`config.mk`:
```
export PLATFORM = sky130hd
export DESIGN_NAME = char_lcd_init_and_write_controller
export DESIGN_NICKNAME = d
export VERILOG_FILES = /design/src/rtl/core/lcdw_pkg.sv /design/src/rtl/core/char_lcd_init_and_write_controller.sv /design/src/rtl/core/lcdw_front.sv /design/src/rtl/core/lcdw_engine.sv /design/src/rtl/core/lcdw_resq.sv
export SDC_FILE = /design/constraint.sdc
export NUM_CORES = 1
export LEC_CHECK = 0
export ABC_AREA = 0
export BUFFER_PORTS_ARGS = -buffer_cell sky130_fd_sc_hd__buf_2
export CAP_MARGIN = 0
export CORE_MARGIN = 8
export CORE_UTILIZATION = 45
export CTS_BUF_LIST = sky130_fd_sc_hd__clkbuf_4
export DETAILED_ROUTE_END_ITERATION = 12
export SLEW_MARGIN = 40
export SYNTH_ARGS = -nofsm -noshare
export SYNTH_HDL_FRONTEND = slang
export SYNTH_HIERARCHICAL = 1
export SYNTH_SLANG_ARGS = --single-unit
```
`constraint.sdc`:
```
create_clock -name clk -period 7.35 [get_ports clk]
set_input_delay 0.735 -clock clk [delete_from_list [all_inputs] [get_ports clk]]
set_output_delay 0.735 -clock clk [all_outputs]
set_load 0.01 [all_outputs]
```
`src/rtl/core/lcdw_pkg.sv`:
```
package lcdw_pkg;

	typedef enum logic [1:0] {
		ACT_TICK  = 2'd0,
		ACT_START = 2'd1,
		ACT_CMD   = 2'd2,
		ACT_DATA  = 2'd3
	} action_t;

	// register indexes on the configuration channel
	localparam logic [1:0] REG_TICKS_PER_US = 2'd0;
	localparam logic [1:0] REG_ENABLE_HIGH  = 2'd1;
	localparam logic [1:0] REG_WRITE_WAIT   = 2'd2;

	localparam int CFG_IDX_W  = 2;
	localparam int CFG_DATA_W = 10;
	localparam int WAIT_W     = 14;

	localparam logic [7:0] TICKS_PER_US_RST = 8'd40;
	localparam logic [7:0] ENABLE_HIGH_RST  = 8'd10;
	localparam logic [9:0] WRITE_WAIT_RST   = 10'd40;

	localparam logic [WAIT_W-1:0] POWERUP_US = 14'd15000;
	localparam logic [2:0]        INIT_CMDS  = 3'd6;

	localparam logic [7:0] CMD_FUNC_SET  = 8'h38;
	localparam logic [7:0] CMD_DISP_ON   = 8'h0C;
	localparam logic [7:0] CMD_ENTRY_MOD = 8'h06;

	// depth of the queues on either side of the engine
	localparam int QUEUE_DEPTH = 2;
	localparam int PTR_W       = $clog2(QUEUE_DEPTH);
	localparam int CNT_W       = $clog2(QUEUE_DEPTH + 1);

	typedef struct packed {
		action_t    act;
		logic [7:0] byte_val;
	} item_t;

	typedef struct packed {
		logic       rs;
		logic       rw;
		logic       en;
		logic [7:0] data;
		logic       busy;
		logic       rejected;
	} result_t;

	// power-up command sequence; an out-of-range step falls back to the first
	function automatic logic [7:0] init_cmd(input logic [2:0] step);
		logic [7:0] cmd;
		case (step)
			3'd0, 3'd1, 3'd2, 3'd3: cmd = CMD_FUNC_SET;
			3'd4:                   cmd = CMD_DISP_ON;
			3'd5:                   cmd = CMD_ENTRY_MOD;
			default:                cmd = CMD_FUNC_SET;
		endcase
		return cmd;
	endfunction

	// wait in microseconds after each power-up command
	function automatic logic [WAIT_W-1:0] init_wait(input logic [2:0] step);
		logic [WAIT_W-1:0] us;
		case (step)
			3'd0:    us = 14'd5000;
			3'd1:    us = 14'd100;
			3'd2, 3'd3, 3'd4, 3'd5: us = 14'd40;
			default: us = 14'd5000;
		endcase
		return us;
	endfunction

endpackage

```
`src/rtl/core/char_lcd_init_and_write_controller.sv`:
```
// channel   handshake            payload
// input     push / full          action, byte_value
// result    empty / pop          rs_pin, rw_pin, enable_pin, data_pins, busy_res, rejected
// config    cfg_valid/cfg_ready  cfg_index, cfg_data
//
// One word per cycle while the result queue is not full: the engine updates the bus state once per word.
// A result reaches the result ports once its word has passed the input queue and then the
// result queue, both registered; a full result queue holds the word in the input queue.
// Both queues hold two words; full rises only after pop stays low long enough to fill both.
// arst_n clears the queues, the bus state and loads the register defaults; no clearing pass.
// cfg_ready is always high; writes to an index past the register list are dropped.
module char_lcd_init_and_write_controller import lcdw_pkg::*; (
	input  logic                  clk,
	input  logic                  arst_n,
	input  logic                  push,
	output logic                  full,
	input  logic [1:0]            action,
	input  logic [7:0]            byte_value,
	input  logic                  cfg_valid,
	output logic                  cfg_ready,
	input  logic [CFG_IDX_W-1:0]  cfg_index,
	input  logic [CFG_DATA_W-1:0] cfg_data,
	output logic                  empty,
	input  logic                  pop,
	output logic                  rs_pin,
	output logic                  rw_pin,
	output logic                  enable_pin,
	output logic [7:0]            data_pins,
	output logic                  busy_res,
	output logic                  rejected
);

	logic    item_valid;
	logic    item_pop;
	item_t   item;
	logic    res_push;
	logic    res_full;
	result_t res_in;
	result_t res_out;

	assign cfg_ready = 1'b1;

	lcdw_front u_front (
		.clk        (clk),
		.arst_n     (arst_n),
		.push       (push),
		.full       (full),
		.action     (action),
		.byte_value (byte_value),
		.item_valid (item_valid),
		.item_pop   (item_pop),
		.item       (item)
	);

	lcdw_engine u_engine (
		.clk        (clk),
		.arst_n     (arst_n),
		.cfg_valid  (cfg_valid),
		.cfg_index  (cfg_index),
		.cfg_data   (cfg_data),
		.item_valid (item_valid),
		.item       (item),
		.item_pop   (item_pop),
		.res_full   (res_full),
		.res_push   (res_push),
		.res        (res_in)
	);

	lcdw_resq u_resq (
		.clk      (clk),
		.arst_n   (arst_n),
		.res_push (res_push),
		.res_in   (res_in),
		.res_full (res_full),
		.empty    (empty),
		.pop      (pop),
		.res_out  (res_out)
	);

	assign rs_pin     = res_out.rs;
	assign rw_pin     = res_out.rw;
	assign enable_pin = res_out.en;
	assign data_pins  = res_out.data;
	assign busy_res   = res_out.busy;
	assign rejected   = res_out.rejected;

endmodule

```
`src/rtl/core/lcdw_front.sv`:
```
module lcdw_front import lcdw_pkg::*; (
	input  logic       clk,
	input  logic       arst_n,
	input  logic       push,
	output logic       full,
	input  logic [1:0] action,
	input  logic [7:0] byte_value,
	output logic       item_valid,
	input  logic       item_pop,
	output item_t      item
);

	item_t            q_mem [QUEUE_DEPTH];
	logic [PTR_W-1:0] wr_ptr_q;
	logic [PTR_W-1:0] rd_ptr_q;
	logic [CNT_W-1:0] count_q;
	item_t            in_item;
	logic             do_push;
	logic             do_pop;

	// classify: only writes carry a byte
	always_comb begin
		in_item.act = action_t'(action);
		if (in_item.act == ACT_CMD || in_item.act == ACT_DATA) begin
			in_item.byte_val = byte_value;
		end else begin
			in_item.byte_val = '0;
		end
	end

	assign full       = (count_q == CNT_W'(QUEUE_DEPTH));
	assign item_valid = (count_q != '0);
	assign item       = q_mem[rd_ptr_q];
	assign do_push    = push && !full;
	assign do_pop     = item_pop && item_valid;

	always_ff @(posedge clk) begin
		if (do_push) begin
			q_mem[wr_ptr_q] <= in_item;
		end
	end

	always_ff @(posedge clk or negedge arst_n) begin
		if (!arst_n) begin
			wr_ptr_q <= '0;
			rd_ptr_q <= '0;
			count_q  <= '0;
		end else begin
			if (do_push) begin
				wr_ptr_q <= (wr_ptr_q == PTR_W'(QUEUE_DEPTH - 1)) ? '0 : wr_ptr_q + 1'b1;
			end
			if (do_pop) begin
				rd_ptr_q <= (rd_ptr_q == PTR_W'(QUEUE_DEPTH - 1)) ? '0 : rd_ptr_q + 1'b1;
			end
			if (do_push && !do_pop) begin
				count_q <= count_q + 1'b1;
			end else if (do_pop && !do_push) begin
				count_q <= count_q - 1'b1;
			end
		end
	end

endmodule

```
`src/rtl/core/lcdw_engine.sv`:
```
module lcdw_engine import lcdw_pkg::*; (
	input  logic                  clk,
	input  logic                  arst_n,
	input  logic                  cfg_valid,
	input  logic [CFG_IDX_W-1:0]  cfg_index,
	input  logic [CFG_DATA_W-1:0] cfg_data,
	input  logic                  item_valid,
	input  item_t                 item,
	output logic                  item_pop,
	input  logic                  res_full,
	output logic                  res_push,
	output result_t               res
);

	typedef enum logic [2:0] {
		PH_UNINIT      = 3'd0,
		PH_READY       = 3'd1,
		PH_POWERUP     = 3'd2,
		PH_STROBE      = 3'd3,
		PH_SETTLE      = 3'd4,
		PH_INIT_STROBE = 3'd5,
		PH_INIT_SETTLE = 3'd6
	} phase_t;

	logic [7:0]        tpu_q;
	logic [7:0]        eht_q;
	logic [9:0]        wwu_q;
	logic [7:0]        tpu_eff;
	logic [7:0]        eht_eff;
	logic [9:0]        wwu_eff;

	phase_t            phase_q, phase_n;
	logic [2:0]        step_q, step_n;
	logic [7:0]        pre_q, pre_n;
	logic [WAIT_W-1:0] wait_q, wait_n;
	logic [7:0]        bus_q, bus_n;
	logic              sel_q, sel_n;
	logic              rw_q, rw_n;
	logic              rej;

	logic              fire;
	logic              idle;
	logic [7:0]        pre_inc;
	logic              us_tick;
	logic [WAIT_W-1:0] wait_dec;
	logic [7:0]        cu_pre;
	logic [WAIT_W-1:0] cu_wait;
	logic              cu_done;
	logic [2:0]        step_inc;

	assign tpu_eff = (tpu_q == '0) ? 8'd1 : tpu_q;
	assign eht_eff = (eht_q == '0) ? 8'd1 : eht_q;
	assign wwu_eff = (wwu_q == '0) ? 10'd1 : wwu_q;

	assign fire     = item_valid && !res_full;
	assign item_pop = fire;
	assign res_push = fire;
	assign idle     = (phase_q == PH_UNINIT) || (phase_q == PH_READY);

	// one base tick of a microsecond wait
	assign pre_inc  = pre_q + 8'd1;
	assign us_tick  = (pre_inc >= tpu_eff);
	assign wait_dec = (wait_q != '0) ? wait_q - 1'b1 : wait_q;
	assign cu_pre   = us_tick ? 8'd0 : pre_inc;
	assign cu_wait  = us_tick ? wait_dec : wait_q;
	assign cu_done  = (cu_wait == '0);
	assign step_inc = step_q + 3'd1;

	always_comb begin
		phase_n = phase_q;
		step_n  = step_q;
		pre_n   = pre_q;
		wait_n  = wait_q;
		bus_n   = bus_q;
		sel_n   = sel_q;
		rw_n    = rw_q;
		rej     = 1'b0;
		if (idle) begin
			case (item.act)
				ACT_START: begin
					bus_n   = '0;
					sel_n   = 1'b0;
					rw_n    = 1'b0;
					step_n  = '0;
					pre_n   = '0;
					wait_n  = POWERUP_US;
					phase_n = PH_POWERUP;
				end
				ACT_CMD, ACT_DATA: begin
					bus_n   = item.byte_val;
					sel_n   = (item.act == ACT_DATA);
					rw_n    = 1'b0;
					pre_n   = '0;
					wait_n  = WAIT_W'(eht_eff);
					phase_n = PH_STROBE;
				end
				default: ;
			endcase
		end else begin
			rej = (item.act != ACT_TICK);
			case (phase_q)
				PH_POWERUP: begin
					pre_n  = cu_pre;
					wait_n = cu_wait;
					if (cu_done) begin
						step_n  = '0;
						bus_n   = init_cmd(3'd0);
						sel_n   = 1'b0;
						rw_n    = 1'b0;
						pre_n   = '0;
						wait_n  = WAIT_W'(eht_eff);
						phase_n = PH_INIT_STROBE;
					end
				end
				PH_STROBE, PH_INIT_STROBE: begin
					wait_n = wait_dec;
					// E falls: drop RS, raise RW, load the settle wait
					if (wait_dec == '0) begin
						sel_n = 1'b0;
						rw_n  = 1'b1;
						pre_n = '0;
						if (phase_q == PH_STROBE) begin
							phase_n = PH_SETTLE;
							wait_n  = WAIT_W'(wwu_eff);
						end else begin
							phase_n = PH_INIT_SETTLE;
							wait_n  = init_wait(step_q);
						end
					end
				end
				PH_SETTLE: begin
					pre_n  = cu_pre;
					wait_n = cu_wait;
					if (cu_done) begin
						phase_n = PH_READY;
					end
				end
				PH_INIT_SETTLE: begin
					pre_n  = cu_pre;
					wait_n = cu_wait;
					if (cu_done) begin
						if (step_inc < INIT_CMDS) begin
							step_n  = step_inc;
							bus_n   = init_cmd(step_inc);
							sel_n   = 1'b0;
							rw_n    = 1'b0;
							pre_n   = '0;
							wait_n  = WAIT_W'(eht_eff);
							phase_n = PH_INIT_STROBE;
						end else begin
							step_n  = '0;
							phase_n = PH_READY;
						end
					end
				end
				default: phase_n = PH_UNINIT;
			endcase
		end
	end

	always_comb begin
		res.rs       = sel_n;
		res.rw       = rw_n;
		res.en       = (phase_n == PH_STROBE) || (phase_n == PH_INIT_STROBE);
		res.data     = bus_n;
		res.busy     = !((phase_n == PH_UNINIT) || (phase_n == PH_READY));
		res.rejected = rej;
	end

	always_ff @(posedge clk or negedge arst_n) begin
		if (!arst_n) begin
			tpu_q   <= TICKS_PER_US_RST;
			eht_q   <= ENABLE_HIGH_RST;
			wwu_q   <= WRITE_WAIT_RST;
			phase_q <= PH_UNINIT;
			step_q  <= '0;
			pre_q   <= '0;
			wait_q  <= '0;
			bus_q   <= '0;
			sel_q   <= 1'b0;
			rw_q    <= 1'b0;
		end else begin
			if (cfg_valid) begin
				case (cfg_index)
					REG_TICKS_PER_US: tpu_q <= cfg_data[7:0];
					REG_ENABLE_HIGH:  eht_q <= cfg_data[7:0];
					REG_WRITE_WAIT:   wwu_q <= cfg_data;
					default: ;
				endcase
			end
			if (fire) begin
				phase_q <= phase_n;
				step_q  <= step_n;
				pre_q   <= pre_n;
				wait_q  <= wait_n;
				bus_q   <= bus_n;
				sel_q   <= sel_n;
				rw_q    <= rw_n;
			end
		end
	end

	a_step_range: assert property (@(posedge clk) disable iff (!arst_n)
		step_q < INIT_CMDS)
		else $error("init step out of range");

	a_strobe_wait: assert property (@(posedge clk) disable iff (!arst_n)
		(phase_q == PH_STROBE || phase_q == PH_INIT_STROBE) |-> wait_q != '0)
		else $error("strobe phase with empty count");

	a_hold_state: assert property (@(posedge clk) disable iff (!arst_n)
		!fire |=> $stable(phase_q) && $stable(wait_q) && $stable(pre_q))
		else $error("state moved without a word");

	a_start: assert property (@(posedge clk) disable iff (!arst_n)
		fire && idle && item.act == ACT_START
		|=> phase_q == PH_POWERUP && wait_q == POWERUP_US)
		else $error("start did not load power-up wait");

endmodule

```
`src/rtl/core/lcdw_resq.sv`:
```
module lcdw_resq import lcdw_pkg::*; (
	input  logic    clk,
	input  logic    arst_n,
	input  logic    res_push,
	input  result_t res_in,
	output logic    res_full,
	output logic    empty,
	input  logic    pop,
	output result_t res_out
);

	result_t          q_mem [QUEUE_DEPTH];
	logic [PTR_W-1:0] wr_ptr_q;
	logic [PTR_W-1:0] rd_ptr_q;
	logic [CNT_W-1:0] count_q;
	logic             do_push;
	logic             do_pop;

	assign res_full = (count_q == CNT_W'(QUEUE_DEPTH));
	assign empty    = (count_q == '0);
	assign res_out  = q_mem[rd_ptr_q];
	assign do_push  = res_push && !res_full;
	assign do_pop   = pop && !empty;

	always_ff @(posedge clk) begin
		if (do_push) begin
			q_mem[wr_ptr_q] <= res_in;
		end
	end

	always_ff @(posedge clk or negedge arst_n) begin
		if (!arst_n) begin
			wr_ptr_q <= '0;
			rd_ptr_q <= '0;
			count_q  <= '0;
		end else begin
			if (do_push) begin
				wr_ptr_q <= (wr_ptr_q == PTR_W'(QUEUE_DEPTH - 1)) ? '0 : wr_ptr_q + 1'b1;
			end
			if (do_pop) begin
				rd_ptr_q <= (rd_ptr_q == PTR_W'(QUEUE_DEPTH - 1)) ? '0 : rd_ptr_q + 1'b1;
			end
			if (do_push && !do_pop) begin
				count_q <= count_q + 1'b1;
			end else if (do_pop && !do_push) begin
				count_q <= count_q - 1'b1;
			end
		end
	end

endmodule
```
==> PnR_summary.wiki <==
{| class="wikitable"
! Metric !! Value
|-
| Outcome || finished clean
|-
| Number of global-route vias before repair || 6220
|-
| Synthesized net count || 816
|-
| Setup Skew || 0.0283 ns
|-
| Iteration-0 DRC Markers || 645
|-
| Max Freq || 197 MHz
|-
| Worst-case vdd ir drop || 0.213 mV
|-
| Commonest cells post-synth || sky130_fd_sc_hd__dfrtp_1 (66), sky130_fd_sc_hd__nand2_1 (58), sky130_fd_sc_hd__nor2_1 (57)
|-
| Global-route wire length before repair || 34600 µm
|-
| Number of fillers in the final layout || 1537
|-
| Crit path max-delay cell type || sky130_fd_sc_hd__nor4_1
|-
| Final critical-path required period || 5.09 ns
|-
| Number of cells upsized or downsized after cts || 0
|-
| Sw Share || 48.7%
|-
| Basic-gate share of the synthesized area counting and, or, nand and nor cells || 18.8%
|-
| Maximum level of the CTS H-tree || 4
|-
| Detailed-route wire length per cell || 21.5 µm
|-
| Gr ovfl total || 0
|-
| Post-route DRC || 0
|-
| Library cell with the highest instance count after synthesis || sky130_fd_sc_hd__dfrtp_1
|-
| Number of maximum-capacitance constraint violations || 0
|-
| Dominant combinational cell family by area after synthesis || compound AO/OA/AOI/OAI gates
|-
| Clock share of power || 12.1%
|-
| Count of clock tree sinks || 118
|-
| Die outline height || 145 µm
|-
| Combinational fraction of design power || 53.3%
|-
| Distinct cells, synth || 80
|-
| Power density of the placed cells || 438 mW/mm²
|-
| Placement-stage cell area || 0.00781 mm²
|-
| Fin crit share || 69.2%
|-
| Maximum number of pins on one net before global-route repair || 73
|-
| Buffer count from post-CTS setup fixing || 0
|-
| Maximum clock insertion buffer count || 2
|-
| Number of input and output port buffers inserted || 41
|-
| Post-DRT Antenna Nets || 0
|-
| Pin slew with the least headroom to its limit || 0.894 ns
|-
| Clock tree root driver cell || sky130_fd_sc_hd__clkbuf_4
|-
| Signed area change from the synthesized netlist to the final layout || 8.25%
|-
| Nature of the critical path endpoint || flop
|-
| Overall die width || 145 µm
|-
| Synth warnings || 6
|-
| Half-perimeter wire length of the detailed placement result || 15800 µm
|-
| Crit Path Category || reg2reg
|-
| Setup repair after global routing missed its margin || no
|-
| Total iterations of the first detailed-routing run || 6
|-
| Xor-xnor portion of the synthesized cell area || 2.23%
|-
| Predominant post-synthesis flop cell || sky130_fd_sc_hd__dfrtp_1
|-
| Number of flops mapped to enable cells by yosys || 46
|-
| CP cell instances || ha_1, nand3_1, nor2_1, xor2_1, ha_1, o21a_1, a21oi_1, o21a_1, o22ai_1, nor4_1, nand4_1, a211o_1, o2bb2ai_1
|-
| Dominant cell type by area after synthesis || sky130_fd_sc_hd__dfrtp_1
|-
| CTS buffer count || 17
|-
| Area fraction in compound gates after synthesis || 19.9%
|-
| Setup violations, final || 0
|-
| Clock tree from TritonCTS || done
|-
| FFs w/ async S/R, synth || 61.0%
|-
| Biggest area contributors in the synthesized netlist || sky130_fd_sc_hd__dfrtp_1 (22%), sky130_fd_sc_hd__edfxtp_1 (19%), sky130_fd_sc_hd__mux2_2 (3.8%)
|-
| Vias post-DR || 6482
|-
| CP Launch Type || flop
|-
| Net count, final || 837
|-
| Share of post-route cells with drive strength above 1 || 18.9%
|-
| Adder-cell share of the synthesized area || 3.29%
|-
| Mux cell area share after synthesis || 8.49%
|-
| Hold Buf Count CTS || 0
|-
| Crit path required time || 7.61 ns
|-
| Fraction of power consumed by sequential logic || 34.6%
|-
| Post-layout utilization of the core || 49.2%
|-
| Fin. Hold Viols || 0
|-
| Clock slew at reported path FFs || 0.14 ns
|-
| Switching power || 0.00172 W
|-
| Cell count after synthesis || 771
|-
| Via count normalized by instance count || 6.32
|-
| Global-route usage over all layers || 21.8%
|-
| Sequential standard cell area || 0.00319 mm²
|-
| Final hold slack || 0.186 ns
|-
| Normalized max-slew margin || 39.9%
|-
| P_int || 0.00181 W
|-
| Std-Cell Rows || 47
|-
| Starting density of the core || 45.5%
|-
| Post-route cell area || 0.00807 mm²
|-
| Mean area per synthesized cell || 9.67 µm²
|-
| Worst min-delay path class || in2async
|-
| Total wire length after detailed routing || 22000 µm
|-
| Area enclosed by the die boundary || 0.0209 mm²
|-
| Setup TNS after final layout || 0 ns
|-
| Pleak || 3.18 nW
|-
| Multi-input combinational cell area || 0.00397 mm²
|-
| Core box area || 0.0164 mm²
|-
| Max stage delay on crit path || 0.80 ns
|-
| Skew-Pair Late Insertion Delay || 0.56 ns
|-
| Critical path fanouts, max || 14
|-
| Portion of synthesized cell area occupied by the leading cell type || 22.1%
|-
| Initial antenna violation count || 2
|-
| Boundary Pins || 43
|-
| Number of storage elements in the synthesis netlist || 118
|-
| Fin. max-slew vios || 0
|-
| Sequential fraction of the synthesis area || 42.8%
|-
| Arrival @ worst endpoint || 5.34 ns
|-
| Final RePlAce weighted congestion || 1.00
|-
| Post-Syn Area || 0.00746 mm²
|}
-- cell type report --
cell class,count,area share (%)
Clock inverter,15,1.49
Sequential cell,118,39.5
Timing Repair Buffer,51,3.55
Tap cell,220,3.41
Antenna cell,1,0.0310
Multi-Input combinational cell,578,49.2
Clock buffer,17,1.58
Inverter,26,1.21
-- cells in the final DEF, fill, tap and decap left out, types with 10 or more instances in the layout --
cell / synthesis / final
sky130_fd_sc_hd__and2_1: 13 / 13
sky130_fd_sc_hd__nand3_1: 22 / 22
sky130_fd_sc_hd__ha_1: 18 / 18
sky130_fd_sc_hd__buf_4: 6 / 10
sky130_fd_sc_hd__nand4_1: 13 / 13
sky130_fd_sc_hd__inv_1: 25 / 25
sky130_fd_sc_hd__o31ai_1: 11 / 11
sky130_fd_sc_hd__nand2_1: 58 / 58
sky130_fd_sc_hd__or3_1: 11 / 11
sky130_fd_sc_hd__dfrtp_1: 66 / 66
sky130_fd_sc_hd__nor4_1: 13 / 11
sky130_fd_sc_hd__mux2_2: 25 / 25
sky130_fd_sc_hd__edfxtp_1: 46 / 46
sky130_fd_sc_hd__nor2_1: 57 / 55
sky130_fd_sc_hd__o21ai_0: 49 / 49
sky130_fd_sc_hd__a21oi_1: 48 / 48
sky130_fd_sc_hd__buf_2: 5 / 40
sky130_fd_sc_hd__clkbuf_4: 0 / 17
sky130_fd_sc_hd__mux2_1: 13 / 13
sky130_fd_sc_hd__nor3_1: 25 / 25
sky130_fd_sc_hd__xnor2_1: 13 / 13
-- worst max-delay path: cells and delay by family (launching register included) --
kind	cells	cell delay, ns
xor+xnor	1	0.23
flops	1	0.45
fa+ha+maj	2	0.54
compound gates	6	1.98
simple gates	4	1.58
-- per-layer routing --
layer  GRT usage [%]  share of wire, %
met5               0              0.11
met4            8.82               2.4
met3            5.02               8.6
met2            33.2                45
met1            29.3                44
-- power by group through the flow --
stage / registers, W / clock network (W) / logic, W
after floorplan: 0.00108 / 0 / 0.00145
after global placement: 0.00121 / 0 / 0.00182
after detailed placement: 0.00122 / 0 / 0.00184
after CTS: 0.00121 / 0.000444 / 0.00184
after global routing: 0.00126 / 0.000470 / 0.00204
final: 0.00122 / 0.000426 / 0.00188
-- cell families after synthesis --
family | count (synthesis)
compound gates | 217
flops | 118
fa+ha+maj | 20
buf+inv | 75
mux | 54
other cells | 1
simple gates | 267
xor+xnor | 19
-- stage by stage --
stage | std cells | setup slack (ns) | power (W)
finish | 1026 | 2.26 | 0.00354
global route | 1026 | 2.05 | 0.00377
CTS | 1025 | 2.43 | 0.00350
detailed placement | 993 | 2.49 | 0.00306
global placement | 993 | 2.56 | 0.00304
floorplan | 771 | 3.56 | 0.00252
-- sequential cells by signal (all words and copies together), names as in the netlist --
name,cells
u_resq/count_q,2
u_engine/pre_q,8
u_front/q_mem,20
u_resq/wr_ptr_q,1
u_front/wr_ptr_q,1
u_engine/tpu_q,8
u_engine/rw_q,1
u_engine/sel_q,1
u_engine/step_q,3
u_engine/eht_q,8
u_front/rd_ptr_q,1
u_resq/rd_ptr_q,1
u_engine/wwu_q,10
u_front/count_q,2
u_engine/phase_q,3
u_resq/q_mem,26
u_engine/bus_q,8
u_engine/wait_q,14
-- final timing paths --
kind	startpoint	endpoint	slack, ns	depth (start not counted)
max	u_engine/pre_q[0]	u_resq/q_mem[0][11]	2.26	13
max reg2reg	u_engine/pre_q[0]	u_resq/q_mem[0][11]	2.26	13
min reg2reg	u_front/count_q[1]	u_front/count_q[1]	0.50	1
min	arst_n	u_front/wr_ptr_q	0.19	1
max in group asynchronous	arst_n	u_engine/bus_q[4]	6.68	1
min in group clk	action[0]	u_front/q_mem[1][8]	0.39	1
(Power assumes the default switching activity.)
